--- config.mk ---
export PLATFORM = sky130hd
export DESIGN_NAME = jtag_tap_navigator_top
export DESIGN_NICKNAME = d
export VERILOG_FILES = /design/src/design/jtn_pkg.sv /design/src/design/jtn_front.sv /design/src/design/jtn_back.sv /design/src/design/jtag_tap_navigator_top.sv
export SDC_FILE = /design/constraint.sdc
export NUM_CORES = 1
export LEC_CHECK = 0
export CAP_MARGIN = 5
export CORE_MARGIN = 2
export CORE_UTILIZATION = 30
export DETAILED_ROUTE_END_ITERATION = 8
export DONT_BUFFER_PORTS = 1
export MAX_ROUTING_LAYER = met4
export PLACE_DENSITY = 0.53
export SLEW_MARGIN = 20
export SYNTH_ARGS = -nofsm -noshare
export SYNTH_HDL_FRONTEND = slang
export SYNTH_SLANG_ARGS = --single-unit
--- constraint.sdc ---
create_clock -name i_clk -period 6.85 [get_ports i_clk]
set_clock_uncertainty 0.1 [all_clocks]
set_input_delay 0.3425 -clock i_clk [delete_from_list [all_inputs] [get_ports i_clk]]
set_output_delay 0.3425 -clock i_clk [all_outputs]
set_load 0.03 [all_outputs]
--- src/design/jtn_pkg.sv ---
// Shared types, state codes and TAP transition functions for the TAP navigator.
package jtn_pkg;

    // TAP state codes
    localparam logic [3:0] ST_TLR        = 4'd0;
    localparam logic [3:0] ST_RTI        = 4'd1;
    localparam logic [3:0] ST_SELECT_DR  = 4'd2;
    localparam logic [3:0] ST_CAPTURE_DR = 4'd3;
    localparam logic [3:0] ST_SHIFT_DR   = 4'd4;
    localparam logic [3:0] ST_EXIT1_DR   = 4'd5;
    localparam logic [3:0] ST_PAUSE_DR   = 4'd6;
    localparam logic [3:0] ST_EXIT2_DR   = 4'd7;
    localparam logic [3:0] ST_UPDATE_DR  = 4'd8;
    localparam logic [3:0] ST_SELECT_IR  = 4'd9;
    localparam logic [3:0] ST_CAPTURE_IR = 4'd10;
    localparam logic [3:0] ST_SHIFT_IR   = 4'd11;
    localparam logic [3:0] ST_EXIT1_IR   = 4'd12;
    localparam logic [3:0] ST_PAUSE_IR   = 4'd13;
    localparam logic [3:0] ST_EXIT2_IR   = 4'd14;
    localparam logic [3:0] ST_UPDATE_IR  = 4'd15;

    // Distance from a DR state code to the matching IR state code
    localparam logic [3:0] IR_OFFSET = 4'd7;

    // Request operation codes
    localparam logic [1:0] OP_GOTO       = 2'd0;
    localparam logic [1:0] OP_RESET      = 2'd1;
    localparam logic [1:0] OP_SHIFT_EXIT = 2'd2;

    localparam int         BITS_PER_REQUEST = 6;
    localparam int         CNT_W            = 3;
    localparam logic [CNT_W-1:0] LAST_STEP  = CNT_W'(BITS_PER_REQUEST - 1);

    typedef struct packed {
        logic [1:0] operation;
        logic [3:0] target_state;
    } t_in_item;

    typedef struct packed {
        logic       tms;
        logic [3:0] state_after;
        logic       last;
    } t_out_item;

    typedef enum logic [1:0] {
        CMD_GOTO,
        CMD_RESET,
        CMD_SHIFT_EXIT
    } t_cmd_kind;

    typedef struct packed {
        t_cmd_kind  kind;
        logic [3:0] target;
    } t_cmd;

    typedef struct packed {
        logic             busy;
        logic [CNT_W-1:0] cnt;
    } t_back_status;

    typedef struct packed {
        logic       tms;
        logic [3:0] next;
    } t_step;

    // Next state with TMS held high
    function automatic logic [3:0] tms_high_next(input logic [3:0] s);
        logic [3:0] n;
        unique case (s)
            ST_TLR:        n = ST_TLR;
            ST_RTI:        n = ST_SELECT_DR;
            ST_SELECT_DR:  n = ST_SELECT_IR;
            ST_CAPTURE_DR: n = ST_EXIT1_DR;
            ST_SHIFT_DR:   n = ST_EXIT1_DR;
            ST_EXIT1_DR:   n = ST_UPDATE_DR;
            ST_PAUSE_DR:   n = ST_EXIT2_DR;
            ST_EXIT2_DR:   n = ST_UPDATE_DR;
            ST_UPDATE_DR:  n = ST_SELECT_DR;
            ST_SELECT_IR:  n = ST_TLR;
            ST_CAPTURE_IR: n = ST_EXIT1_IR;
            ST_SHIFT_IR:   n = ST_EXIT1_IR;
            ST_EXIT1_IR:   n = ST_UPDATE_IR;
            ST_PAUSE_IR:   n = ST_EXIT2_IR;
            ST_EXIT2_IR:   n = ST_UPDATE_IR;
            default:       n = ST_SELECT_DR;
        endcase
        return n;
    endfunction

    // One step of the standard shortest path from s toward t
    function automatic t_step step_toward(input logic [3:0] s, input logic [3:0] t);
        t_step      r;
        logic [3:0] o;
        logic [3:0] b;
        o = (s >= ST_CAPTURE_IR) ? IR_OFFSET : 4'd0;
        b = s - o;
        r.tms  = 1'b1;
        r.next = s;
        priority case (s)
            ST_TLR: begin
                r.tms  = (t == ST_TLR);
                r.next = (t == ST_TLR) ? ST_TLR : ST_RTI;
            end
            ST_RTI, ST_UPDATE_DR, ST_UPDATE_IR: begin
                r.tms  = (t != ST_RTI);
                r.next = (t == ST_RTI) ? ST_RTI : ST_SELECT_DR;
            end
            ST_SELECT_DR: begin
                r.tms  = !(t >= ST_CAPTURE_DR && t <= ST_UPDATE_DR);
                r.next = r.tms ? ST_SELECT_IR : ST_CAPTURE_DR;
            end
            ST_SELECT_IR: begin
                r.tms  = !(t >= ST_CAPTURE_IR);
                r.next = r.tms ? ST_TLR : ST_CAPTURE_IR;
            end
            default: begin
                // capture through exit2 of either column, folded onto the DR codes
                priority case (b)
                    ST_CAPTURE_DR, ST_SHIFT_DR: begin
                        r.tms  = (t != ST_SHIFT_DR + o);
                        r.next = r.tms ? ST_EXIT1_DR + o : ST_SHIFT_DR + o;
                    end
                    ST_EXIT1_DR: begin
                        r.tms  = !(t >= ST_SHIFT_DR + o && t <= ST_EXIT2_DR + o);
                        r.next = r.tms ? ST_UPDATE_DR + o : ST_PAUSE_DR + o;
                    end
                    ST_PAUSE_DR: begin
                        r.tms  = (t != ST_PAUSE_DR + o);
                        r.next = r.tms ? ST_EXIT2_DR + o : ST_PAUSE_DR + o;
                    end
                    default: begin
                        r.tms  = !(t >= ST_SHIFT_DR + o && t <= ST_PAUSE_DR + o);
                        r.next = r.tms ? ST_UPDATE_DR + o : ST_SHIFT_DR + o;
                    end
                endcase
            end
        endcase
        return r;
    endfunction

endpackage

--- src/design/jtn_front.sv ---
// Front end: accepts requests, classifies them and queues commands for the walker.
module jtn_front #(
    parameter int P_QUEUE_DEPTH = 4
) (
    input  logic             i_clk,
    input  logic             i_rst_n,
    input  logic             push,
    output logic             full,
    input  jtn_pkg::t_in_item i_in_item,
    output logic             o_cmd_valid,
    input  logic             i_cmd_pop,
    output jtn_pkg::t_cmd    o_cmd
);

    localparam int AW = (P_QUEUE_DEPTH > 1) ? $clog2(P_QUEUE_DEPTH) : 1;
    localparam logic [AW-1:0] LAST_PTR = AW'(P_QUEUE_DEPTH - 1);
    localparam logic [AW:0]   DEPTH_CNT = (AW + 1)'(P_QUEUE_DEPTH);

    jtn_pkg::t_cmd r_mem [P_QUEUE_DEPTH];
    logic [AW-1:0] r_wr_ptr, r_rd_ptr;
    logic [AW:0]   r_count;

    jtn_pkg::t_cmd w_cmd;
    logic          w_keep;
    logic          w_wr;
    logic          w_rd;

    // Classify: unused operation codes are taken and dropped
    always_comb begin
        w_cmd.target = i_in_item.target_state;
        w_keep       = 1'b1;
        unique case (i_in_item.operation)
            jtn_pkg::OP_GOTO:       w_cmd.kind = jtn_pkg::CMD_GOTO;
            jtn_pkg::OP_RESET:      w_cmd.kind = jtn_pkg::CMD_RESET;
            jtn_pkg::OP_SHIFT_EXIT: w_cmd.kind = jtn_pkg::CMD_SHIFT_EXIT;
            default: begin
                w_cmd.kind = jtn_pkg::CMD_GOTO;
                w_keep     = 1'b0;
            end
        endcase
    end

    assign full        = (r_count == DEPTH_CNT);
    assign o_cmd_valid = (r_count != '0);
    assign o_cmd       = r_mem[r_rd_ptr];
    assign w_wr        = push && !full && w_keep;
    assign w_rd        = i_cmd_pop && o_cmd_valid;

    always_ff @(posedge i_clk) begin
        if (w_wr) begin
            r_mem[r_wr_ptr] <= w_cmd;
        end
    end

    always_ff @(posedge i_clk) begin
        if (!i_rst_n) begin
            r_wr_ptr <= '0;
            r_rd_ptr <= '0;
            r_count  <= '0;
        end else begin
            if (w_wr) begin
                r_wr_ptr <= (r_wr_ptr == LAST_PTR) ? '0 : r_wr_ptr + 1'b1;
            end
            if (w_rd) begin
                r_rd_ptr <= (r_rd_ptr == LAST_PTR) ? '0 : r_rd_ptr + 1'b1;
            end
            if (w_wr && !w_rd) begin
                r_count <= r_count + 1'b1;
            end else if (!w_wr && w_rd) begin
                r_count <= r_count - 1'b1;
            end
        end
    end

endmodule

--- src/design/jtn_back.sv ---
// Back end: walks the TAP state machine for each command and drives the result register.
module jtn_back (
    input  logic                    i_clk,
    input  logic                    i_rst_n,
    input  logic                    i_cmd_valid,
    output logic                    o_cmd_pop,
    input  jtn_pkg::t_cmd           i_cmd,
    output logic                    empty,
    input  logic                    pop,
    output jtn_pkg::t_out_item      o_out_item,
    output jtn_pkg::t_back_status   o_status
);

    typedef enum logic {
        S_IDLE,
        S_RUN
    } t_state;

    t_state                      r_fsm;
    logic [3:0]                  r_tap;
    jtn_pkg::t_cmd               r_cmd;
    logic [jtn_pkg::CNT_W-1:0]   r_cnt;
    logic                        r_out_valid;
    jtn_pkg::t_out_item          r_out;

    jtn_pkg::t_step     w_step;
    jtn_pkg::t_out_item w_res;
    logic               w_emit;
    logic               w_done;

    assign w_emit    = (r_fsm == S_RUN) && (!r_out_valid || pop);
    assign o_cmd_pop = (r_fsm == S_IDLE) && i_cmd_valid;

    always_comb begin
        w_step = jtn_pkg::step_toward(r_tap, r_cmd.target);
        if (r_cmd.kind == jtn_pkg::CMD_RESET) begin
            w_res.tms         = 1'b1;
            w_res.state_after = jtn_pkg::tms_high_next(r_tap);
            w_res.last        = (r_cnt == jtn_pkg::LAST_STEP);
        end else begin
            w_res.tms         = w_step.tms;
            w_res.state_after = w_step.next;
            w_res.last        = (w_step.next == r_cmd.target);
        end
        w_done = w_res.last || (r_cnt == jtn_pkg::LAST_STEP);
    end

    always_ff @(posedge i_clk) begin
        if (!i_rst_n) begin
            r_fsm       <= S_IDLE;
            r_tap       <= jtn_pkg::ST_RTI;
            r_cnt       <= '0;
            r_out_valid <= 1'b0;
        end else begin
            // a new bit refills the register in the cycle the old one is taken
            if (w_emit) begin
                r_out_valid <= 1'b1;
            end else if (pop && r_out_valid) begin
                r_out_valid <= 1'b0;
            end
            unique case (r_fsm)
                S_IDLE: begin
                    if (i_cmd_valid) begin
                        r_cmd <= i_cmd;
                        r_cnt <= '0;
                        if (i_cmd.kind == jtn_pkg::CMD_SHIFT_EXIT) begin
                            r_tap <= (r_tap == jtn_pkg::ST_SHIFT_DR) ?
                                     jtn_pkg::ST_EXIT1_DR : jtn_pkg::ST_EXIT1_IR;
                        end else if (i_cmd.kind == jtn_pkg::CMD_RESET ||
                                     i_cmd.target != r_tap) begin
                            r_fsm <= S_RUN;
                        end
                    end
                end
                S_RUN: begin
                    if (w_emit) begin
                        r_out       <= w_res;
                        r_tap       <= w_res.state_after;
                        r_cnt       <= r_cnt + 1'b1;
                        if (w_done) begin
                            r_fsm <= S_IDLE;
                        end
                    end
                end
                default: r_fsm <= S_IDLE;
            endcase
        end
    end

    assign empty           = !r_out_valid;
    assign o_out_item      = r_out;
    assign o_status.busy   = (r_fsm == S_RUN);
    assign o_status.cnt    = r_cnt;

endmodule

--- src/design/jtag_tap_navigator_top.sv ---
// Top level of the TAP navigator: request queue, path walker and result register.
//
// Requests (goto, six-ones reset, shift-exit) enter a small command queue of
// P_QUEUE_DEPTH entries; a walker behind it holds the TAP state and, while the
// result register is free or being popped, produces one TMS result per clock
// into that single result register. A goto or reset request is taken from the
// queue while the walker is idle and then walks one TMS bit per step; a shift-exit,
// a goto to the held state, or an unused operation code yields no result.
// The walker emits a bit only when the result register is free or being popped,
// so a stalled consumer holds the walker while the queue keeps taking requests.
module jtag_tap_navigator_top #(
    parameter int P_QUEUE_DEPTH = 4
) (
    input  logic                i_clk,
    input  logic                i_rst_n,
    input  logic                push,
    output logic                full,
    input  jtn_pkg::t_in_item   i_in_item,
    output logic                empty,
    input  logic                pop,
    output jtn_pkg::t_out_item  o_out_item
);

    logic                  w_cmd_valid;
    logic                  w_cmd_pop;
    jtn_pkg::t_cmd         w_cmd;
    jtn_pkg::t_back_status w_status;

    jtn_front #(
        .P_QUEUE_DEPTH(P_QUEUE_DEPTH)
    ) u_front (
        .i_clk       (i_clk),
        .i_rst_n     (i_rst_n),
        .push        (push),
        .full        (full),
        .i_in_item   (i_in_item),
        .o_cmd_valid (w_cmd_valid),
        .i_cmd_pop   (w_cmd_pop),
        .o_cmd       (w_cmd)
    );

    jtn_back u_back (
        .i_clk       (i_clk),
        .i_rst_n     (i_rst_n),
        .i_cmd_valid (w_cmd_valid),
        .o_cmd_pop   (w_cmd_pop),
        .i_cmd       (w_cmd),
        .empty       (empty),
        .pop         (pop),
        .o_out_item  (o_out_item),
        .o_status    (w_status)
    );

    // walker never runs past six bits for one request
    a_cnt_bound: assert property (@(posedge i_clk) disable iff (!i_rst_n)
        w_status.busy |-> (w_status.cnt <= jtn_pkg::LAST_STEP))
        else $error("walker step count past request limit");

    // walker takes a command only while idle
    a_pop_idle: assert property (@(posedge i_clk) disable iff (!i_rst_n)
        w_cmd_pop |-> (w_cmd_valid && !w_status.busy))
        else $error("command taken while walker busy or queue empty");

    // a full queue always offers a command
    a_full_valid: assert property (@(posedge i_clk) disable iff (!i_rst_n)
        full |-> w_cmd_valid)
        else $error("queue full without a pending command");

    // reset leaves no result pending
    a_reset_empty: assert property (@(posedge i_clk)
        !i_rst_n |=> empty)
        else $error("result pending after reset");

endmodule
Word-level counts from Yosys, hierarchy flattened

Memory sizes are Yosys's and may differ from the RTL's. A register that Yosys moved wholly into a read port is not among the register bits.
Index checks and enable logic that the tools add are counted.

Register bits after elaboration: 28
Bits in latches: 0
Bits in writable memories: 24
Memory bits (read-only): 64
Input bits: 10
Output and inout port bits: 8
Logic and storage cells: 136
Memories kept: 2

Memory list:

| name            | words | bits a word | read ports | clocked after Yosys merged registers in | write ports | RTL line        | text |
|---|---|---|---|---|---|---|---|
| (no name shown) | 16    | 4           | 1          | 1                                       | 0           | jtn_pkg.sv:69   | `unique case (s)` |
| u_front.r_mem   | 4     | 6           | 1          | 1                                       | 1           | jtn_front.sv:19 | `jtn_pkg::t_cmd r_mem [P_QUEUE_DEPTH];` |

Add/subtract/negate cells: 11
$mul: 0
Div/mod/pow operators: 0
Magnitude comparators: 7
Equality and inequality tests: 28
Shifts and indexed selects: 0
Mux-type cells: 40
Bitwise logic cells: 1
Reduce and logical (&&, ||, !) cells: 35

Operator list:

| kind                                                      | count |
|---|---|
| two-way mux 4 bit                                         | 12 |
| case mux 5 bit (4 select lines)                           | 1 |
| adder 3 x 4 -> 4 bit (first input constant)               | 4 |
| equality test 4 x 3 -> 1 bit (second input constant)      | 4 |
| two-way mux 3 bit                                         | 5 |
| case mux 5 bit (3 select lines)                           | 1 |
| equality test 4 bit (second input constant)               | 3 |
| inequality test 4 bit                                     | 3 |
| logical AND 1 bit                                         | 11 |
| two-way mux 1 bit                                         | 11 |
| two-way mux 2 bit                                         | 5 |
| AND reduction 3 bit                                       | 3 |
| equality test 2 bit (second input constant)               | 4 |
| equality test 4 x 1 -> 1 bit (second input constant)      | 2 |
| equality test 4 x 2 -> 1 bit (second input constant)      | 2 |
| greater-or-equal comparator 4 bit (second input constant) | 2 |
| <= comparator 4 bit                                       | 2 |
| logical NOT 1 bit                                         | 8 |
| logical NOT 4 bit                                         | 2 |
| case mux 4 bit (2 select lines)                           | 1 |
| adder 3 x 1 -> 3 bit (second input constant)              | 2 |
| equality test 2 x 1 -> 1 bit (second input constant)      | 3 |
| equality test 3 bit (second input constant)               | 2 |
| case mux 3 bit (2 select lines)                           | 1 |
| 22 further kinds                                          | 28 |

Longest topological paths before layout

Gate-level depths: netlist of run 1.

Depth in word-level cells: 14
Mapped depth: 18
Depth with buffers taken out: 17

By module

From an unflattened synthesis of run 1, not the netlist that was laid out.

Cells, all modules: 348
Area, all modules: 3542.1 um2

By module, submodules not included:

| module    | instances | cells an instance | area each (um2) |
|---|---|---|---|
| jtn_back  | 1         | 264               | 2174.6 |
| jtn_front | 1         | 84                | 1367.6 |

Least setup slack after synthesis of run 1

Ideal clock, no wire load.

Kind: register to register
Start point: reg u_back.r_tap[1]
End point: reg with a tool-made name
Data arrival time: 4.020 ns
Data required time: 6.671 ns
Path slack: 2.651 ns
Stages on the path, launching flop included: 15
Period minus slack after synthesis: 4.199 ns
Cells stage by stage: dfxtp_1 -> clkbuf_1 -> or2_2 -> nand2_1 -> inv_1 -> ha_1 -> fa_1 -> or3_1 -> clkbuf_2 -> a2111o_1 -> a221oi_2 -> o31ai_2 -> a21oi_4 -> or4b_1 -> o211ai_1

RTL lines:

| element                | RTL line       | text |
|---|---|---|
| start, declared        | jtn_back.sv:20 | `logic [3:0] r_tap;` |
| start signal, assigned | jtn_back.sv:51 | `r_tap <= jtn_pkg::ST_RTI;` |
| start signal, assigned | jtn_back.sv:67 | `r_tap <= (r_tap == jtn_pkg::ST_SHIFT_DR) ?` |
| start signal, assigned | jtn_back.sv:78 | `r_tap <= w_res.state_after;` |

==> results of run 1 <==
-- layer usage --
layer	vias to the layer above	share of wire, %	global-route usage, %
li1	1301	-	-
met1	1268	49	17.06
met2	66	45	18.84
met3	13	4.7	3.964
met4	0	1.2	3.252
met5	-	0	-
-- cells in the final DEF, fill, tap and decap left out, types with 3 or more instances in the layout --
| cell | instances |
|---|---|
| nand4_1 | 5 |
| mux4_2 | 6 |
| o31ai_1 | 3 |
| xor2_1 | 6 |
| clkbuf_16 | 9 |
| a31oi_1 | 5 |
| nand2b_1 | 5 |
| o211ai_1 | 5 |
| xnor2_1 | 5 |
| nor2_1 | 24 |
| inv_1 | 20 |
| a211oi_1 | 3 |
| or2_2 | 4 |
| ha_1 | 22 |
| edfxtp_1 | 36 |
| nor2b_1 | 6 |
| and2_1 | 8 |
| a211o_1 | 5 |
| a21o_1 | 4 |
| or3_1 | 4 |
| nand3_1 | 6 |
| nand4b_1 | 3 |
| o21ai_0 | 16 |
| dfxtp_1 | 22 |
| nand2_1 | 26 |
| dlygate4sd3_1 | 4 |
| a21oi_1 | 15 |
| mux2i_1 | 5 |
| nor3_1 | 9 |
| clkinv_4 | 3 |
-- kinds of logic after synthesis --
group                      Yosys count
xor gates and xnor gates            12
DFF                                 58
AOI/OAI and AO/OA                   87
buffers and inverters               38
muxes                               12
and+or+nand+nor                    115
adders and majority gates           25
-- power groups by stage --
stage | logic, mW | clock network, mW | registers [mW]
detailed placement | 0.950 | 0 | 0.589
CTS | 0.960 | 0.494 | 0.582
global placement | 0.954 | 0 | 0.586
finish | 0.973 | 0.485 | 0.583
global route | 1.09 | 0.509 | 0.599
floorplan | 0.824 | 0 | 0.523
-- area by class of cell --
type	instances	area, um^2
clock buffers	9	225.2
clock inverters	7	102.6
flip-flops and latches	58	1521
repair buffers	4	40.04
well taps	143	178.9
fillers	1150	7468
multi-input cells	251	1897
inverters	22	82.58
-- stage by stage --
stage,util [%],hold WS (ns)
finish,35.15,0.08551
global route,35.15,0.08411
CTS,35.10,0.07079
detailed placement,31.91,0.3416
global placement,31.91,0.3416
floorplan,-,0.3414
-- final timing paths --
path,end,slack [ns],start,cells after the start
worst min-delay path,u_back.r_fsm$_SDFF_PN0_,0.09,i_rst_n,1
worst max register to register,register,2.22,u_back.r_tap[1]$_SDFFE_PN0P_,12
worst min register to register,register,0.38,u_front.r_rd_ptr[1]$_SDFFE_PN0P_,2
worst max-delay path,register,2.22,u_back.r_tap[1]$_SDFFE_PN0P_,12
-- worst register-to-register path: stages (launching register included) --
cell      delay, ns
dfxtp_1        0.42
or2_2          0.37
nand2_1        0.29
inv_1          0.28
ha_1           0.31
fa_1           0.50
or3_1          0.50
a2111o_1       0.46
a221oi_2       0.34
o31ai_2        0.15
a21oi_4        0.28
or4b_1         0.46
o211ai_1       0.10
-- what timing repair did --
item	in CTS	in global routing
gates resized for setup	0	0
setup endpoints to repair	0	0
hold buffers	4	0
hold endpoints to repair	16	0
==> metrics, run 1 <==
crit-path cells=or2_2 -> nand2_1 -> inv_1 -> ha_1 -> fa_1 -> or3_1 -> a2111o_1 -> a221oi_2 -> o31ai_2 -> a21oi_4 -> or4b_1 -> o211ai_1; Post-Synth Adder-Cell Area=9.132%; grt ovf=0; Design Area, Final=4048 um^2; Setup WS pre-CTS=2.257 ns; clock latency on the worst-skew pair=0.33 ns; Post-CTS Repair Setup Buffers=0; Yosys top cell by area=edfxtp_1; proportion of synthesized area in mux cells=5.515%; Max Clk Rate=216.1 MHz; Seq/Total Area, Yosys=42.71%; synth unique cells=75; combinational power share=47.7%; Leak Pwr=1.541 nW; drt initial violations=247; Pint=1.191 mW; final setup vio count=0; vias=2,648; Synth Cell Area=3562 um^2; Min Clock Period, post-route=4.628 ns; total clock sinks=58; share of flip-flops with an asynchronous set or reset=0%; Sw Ratio=41.63%; Crit Path Max Fanout=13; Core Region=11,520 um^2; Worst setup SP type=register; dpl cell area=3675 um^2; Reg power frac=28.6%; maximum VDD drop=193.0 uV; CTS root buf=clkbuf_16; Non-Filler Instances=494; largest net degree at the start of global routing=20; largest stage delay on the critical path=0.50 ns; Worst Path Buf+Inv=1; CTS H-tree lvls=3; Total Power=2.041 mW; final hold violation count=0; complex-gate fraction of the synthesized area=17.91%; syn avg cell area=10.27 um^2; Max Slew Vio Count=0; CTS Buf Count=9; P_sw=0.8495 mW; RSZ-0062 raised after global routing=false; WL per Instance=15.40 um; clk buf depth=2; critical-path cell with the highest stage delay=fa_1; Max-slew headroom=45.59%; Final GP Congestion=0.8989; Cells after DPL=474; Die H=113.0 um; most frequent cells after synthesis=edfxtp_1, nand2_1, nor2_1, dfxtp_1, ha_1; first-pass GRT wire length=12,520 um; CP Data Arrival Time=4.78 ns; Required @ worst endpoint=7.00 ns; row cnt=39; io pins=18; Primary FF master, synth=edfxtp_1; drt via density=5.360; starting density of the core=30.93%; initial antenna violation count=0; Worst Tran Pin Value=0.8059 ns; CP Capture Type=register; Post-Syn Nets=381; synthesized flop and latch total=58; cells after synthesis=347; CTS tree=built; Detailed Route WL=7610 um; Synth top area share=30.35%; gr usage total=12.73%; die area=12,760 um^2; Crit Path Class=register to register; Clk pin slew, worst setup/hold paths=0.05 ns; Worst Slack Setup Final=2.222 ns; clock share of power=23.8%; final worst-path cycle share=67.56%; cell class contributing the biggest share of worst-path delay=simple AND/OR/NAND/NOR gates; Routed Antenna Nets=0; Antenna Cells=0; status=completed; vias in the first global route=2,499; nets=380; yosys warns=0; main combinational cell family by area after synthesis=compound AO/OA/AOI/OAI gates; main area contributors after synthesis=edfxtp_1, dfxtp_1, ha_1; EDFF count, synth=36; IO buf count=0; share of layout cells above drive strength 1=11.11%; Synth Area in Simple Gates=17.21%; worst hold path class=input port to register; DRC errors left=0; Die Span X=113.0 um; area grow syn2layout=13.63%; number of max-cap violations=0; detailed placement HPWL=5523 um; most frequent cell after synthesis=edfxtp_1; xor and xnor area share after synthesis=3.337%; PwrDens=504.1 nW/um^2; drt pass-1 iters=7; setup TNS=0 ns
(Power assumes the default switching activity.)
==> run 2, diff against run 1 <==
Settings changed: PLACE_DENSITY 0.53 to 0.54.
Clock period 6.85 ns to 4.1 ns, I/O delays scaled along.
==> metrics, run 2 (synthesized netlist as in run 1, its figures left out) <==
vias in the first global route=2,620 (+4.8%); first-pass GRT wire length=13,130 um (+4.8%); post-layout utilization of the core=36.13% (+0.98 points); commonest non-fill, non-tap cells in the layout=edfxtp_1, nand2_1, nor2_1; final hold violation count=0 (unchanged); CTS tree=built; failing checks=design-rule violations; number of max-cap violations=0 (unchanged); PwrDens=828.6 nW/um^2 (+64%); initial antenna violation count=0 (unchanged); CTS H-tree lvls=3 (unchanged); FF-to-FF path depth=13 (+1); clock latency on the worst-skew pair=0.33 ns (about the same); drt pass-1 iters=6 (-1); r2r startpoint=u_back.r_tap[1]$_SDFFE_PN0P_; Routed Antenna Nets=0 (unchanged); setup TNS=0 ns (unchanged); area grow syn2layout=16.79%; nets=399 (+5.0%); R2R setup slack=0.21 ns (-2.01 ns); row cnt=39 (unchanged); Max Clk Rate=257.2 MHz (+19%); Detailed Route WL=8012 um (+5.3%); final worst-path cycle share=94.85% (+27 points); Hold Path End=u_back.r_out_valid$_SDFFE_PN0P_; Worst Tran Pin Value=0.8883 ns (+0.08236 ns); final setup vio count=0 (unchanged); share of layout cells above drive strength 1=15.68% (+4.6 points); Die H=113.0 um (unchanged); vias=2,720 (+2.7%); RSZ-0062 raised after global routing=false; starting density of the core=30.93% (unchanged); Worst Slack Setup Final=0.2113 ns (-2.011 ns); DRC errors left=2 (+2); CP Capture Type=register; Core Region=11,520 um^2 (unchanged); gr usage total=13.58% (+0.85 points); grt ovf=0 (unchanged); Crit Path Class=register to register; drt via density=5.302 (-1.1%); Worst setup SP type=register; CTS root buf=clkbuf_16; Leak Pwr=1.602 nW (+3.9%); total clock sinks=58 (unchanged); WL per Instance=15.62 um (+1.4%); io pins=18 (unchanged); Final Hold Slack=0.06707 ns (-0.01844 ns); Fill cells=1,130 (-1.7%); Required @ worst endpoint=4.22 ns (-2.78 ns); Min Clock Period, post-route=3.889 ns (-0.7394 ns); detailed placement HPWL=5739 um (+3.9%); Clk pin slew, worst setup/hold paths=0.06 ns (about the same); Antenna Cells=0 (unchanged); reg2reg end=u_back.r_fsm$_SDFF_PN0_; Die Span X=113.0 um (unchanged); Setup WS pre-CTS=0.1002 ns (-2.157 ns); Hold Path Depth=2 (+1); largest net degree at the start of global routing=20 (unchanged); maximum VDD drop=317.0 uV (+64%); drt initial violations=196 (-21%); Crit Path Max Fanout=12 (-1); Final GP Congestion=0.8655 (-3.7%); HP Start=pop; CP Data Arrival Time=4.01 ns (-0.77 ns); most common cell after layout, fill and taps aside=edfxtp_1; die area=12,760 um^2 (unchanged); Max-slew headroom=40.03% (-5.6 points); IO buf count=0 (unchanged); Max Slew Vio Count=0 (unchanged); clk buf depth=2 (unchanged); status=finished with violations; CTS Buf Count=9 (unchanged); worst hold path class=input port to register
## run 2: metal layers
metal	track usage (%)	wire (um)
met1	17.96	3923
met2	19.56	3552
met3	3.589	341
met4	6.098	193
met5	-	0
## run 2: worst max path at each step
stage	start	end	slack [ns]	cells past startpoint
global placement	u_back.r_tap[1]$_SDFFE_PN0P_	u_back.o_out_item[0]$_DFFE_PP_	0.09	13
global route	u_back.r_tap[1]$_SDFFE_PN0P_	u_back.r_fsm$_SDFF_PN0_	0.003	13
floorplan	u_back.r_tap[1]$_SDFFE_PN0P_	register	0.08	14
finish	u_back.r_tap[1]$_SDFFE_PN0P_	u_back.r_fsm$_SDFF_PN0_	0.21	13
CTS	u_back.r_tap[1]$_SDFFE_PN0P_	u_back.o_out_item[0]$_DFFE_PP_	0.08	13
detailed placement	u_back.r_tap[1]$_SDFFE_PN0P_	u_back.r_fsm$_SDFF_PN0_	0.10	13
## run 2: report_power, final
| group | internal (mW) | switching [mW] |
|---|---|---|
| logic | 0.779 | 1.06 |
| registers | 0.778 | 0.136 |
| clock network | 0.412 | 0.285 |
## run 2: stage by stage
stage | instance area [um^2] | std cells | total power, mW
global placement | 3775 | 487 | 2.651
CTS | 4124 | 510 | 3.387
global route | 4160 | 513 | 3.710
detailed placement | 3775 | 487 | 2.662
finish | 4160 | 513 | 3.447
floorplan | 3565 | 347 | 2.253
## run 2: what timing repair did
item / 4_1_cts / 5_1_grt
endpoints found under the setup margin: 0 / 3
resized for setup: 0 / 6
hold buffers: 7 / 0
endpoints found under the hold margin: 26 / 0
buffers inserted: 0 / 3
## run 2: critical path, stage by stage (launching register included)
cell,delay (ns)
dfxtp_1,0.31
or2_2,0.33
nand2_2,0.09
inv_2,0.10
ha_1,0.25
fa_1,0.52
buf_4,0.20
nor2_1,0.20
xnor3_1,0.34
a31oi_1,0.37
nor2_1,0.12
a2111oi_2,0.37
nand4_1,0.23
a41o_1,0.28
## run 2: cell type report
class	count	area, um^2	area share [%]
inverter	22	82.58	1.985
sequential	58	1521	36.57
multi-input combinational	251	1908	45.86
clock buffer	9	225.2	5.414
tap	143	178.9	4.301
timing repair buffer	23	190.2	4.571
clock inverter	7	53.80	1.293
==> run 3, diff against run 2 <==
Settings changed: CORE_ASPECT_RATIO from default to 0.8, GPL_TIMING_DRIVEN from default to 0, HOLD_SLACK_MARGIN from default to 0.08.
==> metrics, run 3 (synthesized netlist as in run 1, its figures left out) <==
share of layout cells above drive strength 1=16.53% (+0.86 points); nets=404 (+1.3%); CTS H-tree lvls=3 (unchanged); Worst setup SP type=register; Reg power frac=26.9% (+0.4 points); die area=12,770 um^2 (about the same); Pint=1.980 mW (+0.53%); PwrDens=822.3 nW/um^2 (-0.76%); drt initial violations=190 (-3.1%); Total Power=3.479 mW (+0.91%); Detailed Route WL=8036 um (+0.30%); clock latency on the worst-skew pair=0.33 ns (about the same); vias=2,766 (+1.7%); DRC errors left=0 (-2); critical-path cell with the highest stage delay=or3_1; CP Capture Type=register; Routed Antenna Nets=0 (unchanged); row cnt=35 (-10%); CTS Buf Count=9 (unchanged); Required @ worst endpoint=4.22 ns (about the same); CP Data Arrival Time=4.03 ns (+0.02 ns); CP most frequent cell=a211o_1; Crit Path Max Fanout=13 (+1); first-pass GRT wire length=13,170 um (+0.32%); worst hold path class=input port to register; clock share of power=19.7% (-0.5 points); WL per Instance=15.37 um (-1.6%); Max-slew headroom=25.69% (-14 points); P_sw=1.498 mW (+1.4%); drt via density=5.289 (-0.25%); Antenna Cells=0 (unchanged); area grow syn2layout=18.76%; largest net degree at the start of global routing=14 (-30%); Max Clk Rate=255.5 MHz (-0.63%); vias in the first global route=2,571 (-1.9%); Min Clock Period, post-route=3.913 ns (+0.02472 ns); grt ovf=0 (unchanged); io pins=18 (unchanged); FF+latch area=1530 um^2 (+0.58%); Die H=101.5 um (-10%); Worst Tran Pin Value=1.112 ns (+0.2240 ns); largest stage delay on the critical path=0.48 ns (-0.04 ns); CTS tree=built; commonest non-fill, non-tap cells in the layout=edfxtp_1, nand2_1, nor2_1; final worst-path cycle share=95.45% (+0.60 points); clk buf depth=2 (unchanged); maximum VDD drop=303.6 uV (-4.2%); combinational power share=53.4% (+0.2 points); detailed placement HPWL=5861 um (+2.1%); Leak Pwr=1.610 nW (+0.53%); Crit Path Class=register to register; Worst Path Buf+Inv=1 (-1); Clk pin slew, worst setup/hold paths=0.06 ns (about the same); cell class contributing the biggest share of worst-path delay=compound AO/OA/AOI/OAI gates; IO buf count=0 (unchanged); final setup vio count=0 (unchanged); final hold violation count=0 (unchanged); drt pass-1 iters=4 (-2); Die Span X=125.8 um (+11%); status=completed; Max Slew Vio Count=0 (unchanged); crit-path cells=or2_4 -> nand2_4 -> inv_2 -> ha_2 -> fa_2 -> or3_1 -> a211o_1 -> a211o_1 -> and3_1 -> a2111oi_2 -> nand4_1 -> a41o_1; total clock sinks=58 (unchanged); Final GP Congestion=0.8656 (about the same); gr usage total=13.51% (-0.067 points); Core Region=11,560 um^2 (+0.39%); starting density of the core=30.81% (-0.12 points); R2R setup slack=0.19 ns (-0.02 ns); setup TNS=0 ns (unchanged); Fill cells=1,186 (+5.0%); area of the multi-input gates=1959 um^2 (+2.7%); initial antenna violation count=0 (unchanged); Sw Ratio=43.07% (+0.21 points); number of max-cap violations=0 (unchanged); most common cell after layout, fill and taps aside=edfxtp_1; CTS root buf=clkbuf_16
## run 3: cell count changes in the layout (fill, tap and decap cells not counted), sizes merged
cell / delta
buf: -3
clkinv: +1
clkbuf: +7
inv: -1
dlygate4sd3: +1
## run 3: cell type report
class                      count  area share [%]
sequential                    58           36.17
buffer                        12           1.242
inverter                      22           1.952
tap                          148           4.377
clock buffer                   9           5.324
clock inverter                 7           1.301
multi-input combinational    251           46.32
timing repair buffer          16           3.313
## run 3: timing repair
item | CTS | global route
hold buffers | 8 | 0
hold endpoints to repair | 29 | 0
resized for setup | 9 | 11
setup endpoints to repair | 8 | 6
buffers inserted | 5 | 3
pin swaps | 4 | 5
## run 3: final timing paths
path                                          from                                to  cells after the start
setup / recovery      u_back.r_tap[1]$_SDFFE_PN0P_           u_back.r_fsm$_SDFF_PN0_                     12
hold / removal                        i_in_item[4]     u_front.r_mem[2][4]$_DFFE_PP_                      1
setup reg to reg      u_back.r_tap[1]$_SDFFE_PN0P_           u_back.r_fsm$_SDFF_PN0_                     12
hold reg to reg   u_front.r_rd_ptr[1]$_SDFFE_PN0P_  u_front.r_rd_ptr[1]$_SDFFE_PN0P_                      2
## run 3: power groups by stage
stage	combinational [mW]	clock, mW	sequential (mW)
detailed placement	1.73	0	0.901
finish	1.86	0.684	0.936
global route	2.05	0.726	0.957
floorplan	1.38	0	0.874
global placement	1.71	0	0.897
CTS	1.80	0.705	0.913
## run 3: per-layer routing
layer	part of all wire (%)	global-route usage, %	wire length, um
met1	50	18.22	4028
met2	44	20.00	3507
met3	5.5	4.385	440
met4	0.73	2.790	59
met5	0	-	0
## run 3: per-stage QoR
stage | cell area [um^2] | hold WS [ns] | instances | utilization (%) | worst slack [ns]
detailed placement | 3750 | 0.2041 | 495 | 32.44 | -0.4880
global route | 4230 | 0.09539 | 523 | 36.59 | -0.0007239
global placement | 3750 | 0.2041 | 495 | 32.44 | -0.4360
CTS | 4174 | 0.08246 | 522 | 36.10 | 0.04298
finish | 4230 | 0.09969 | 523 | 36.59 | 0.1866
floorplan | 3565 | 0.2039 | 347 | - | 0.07648
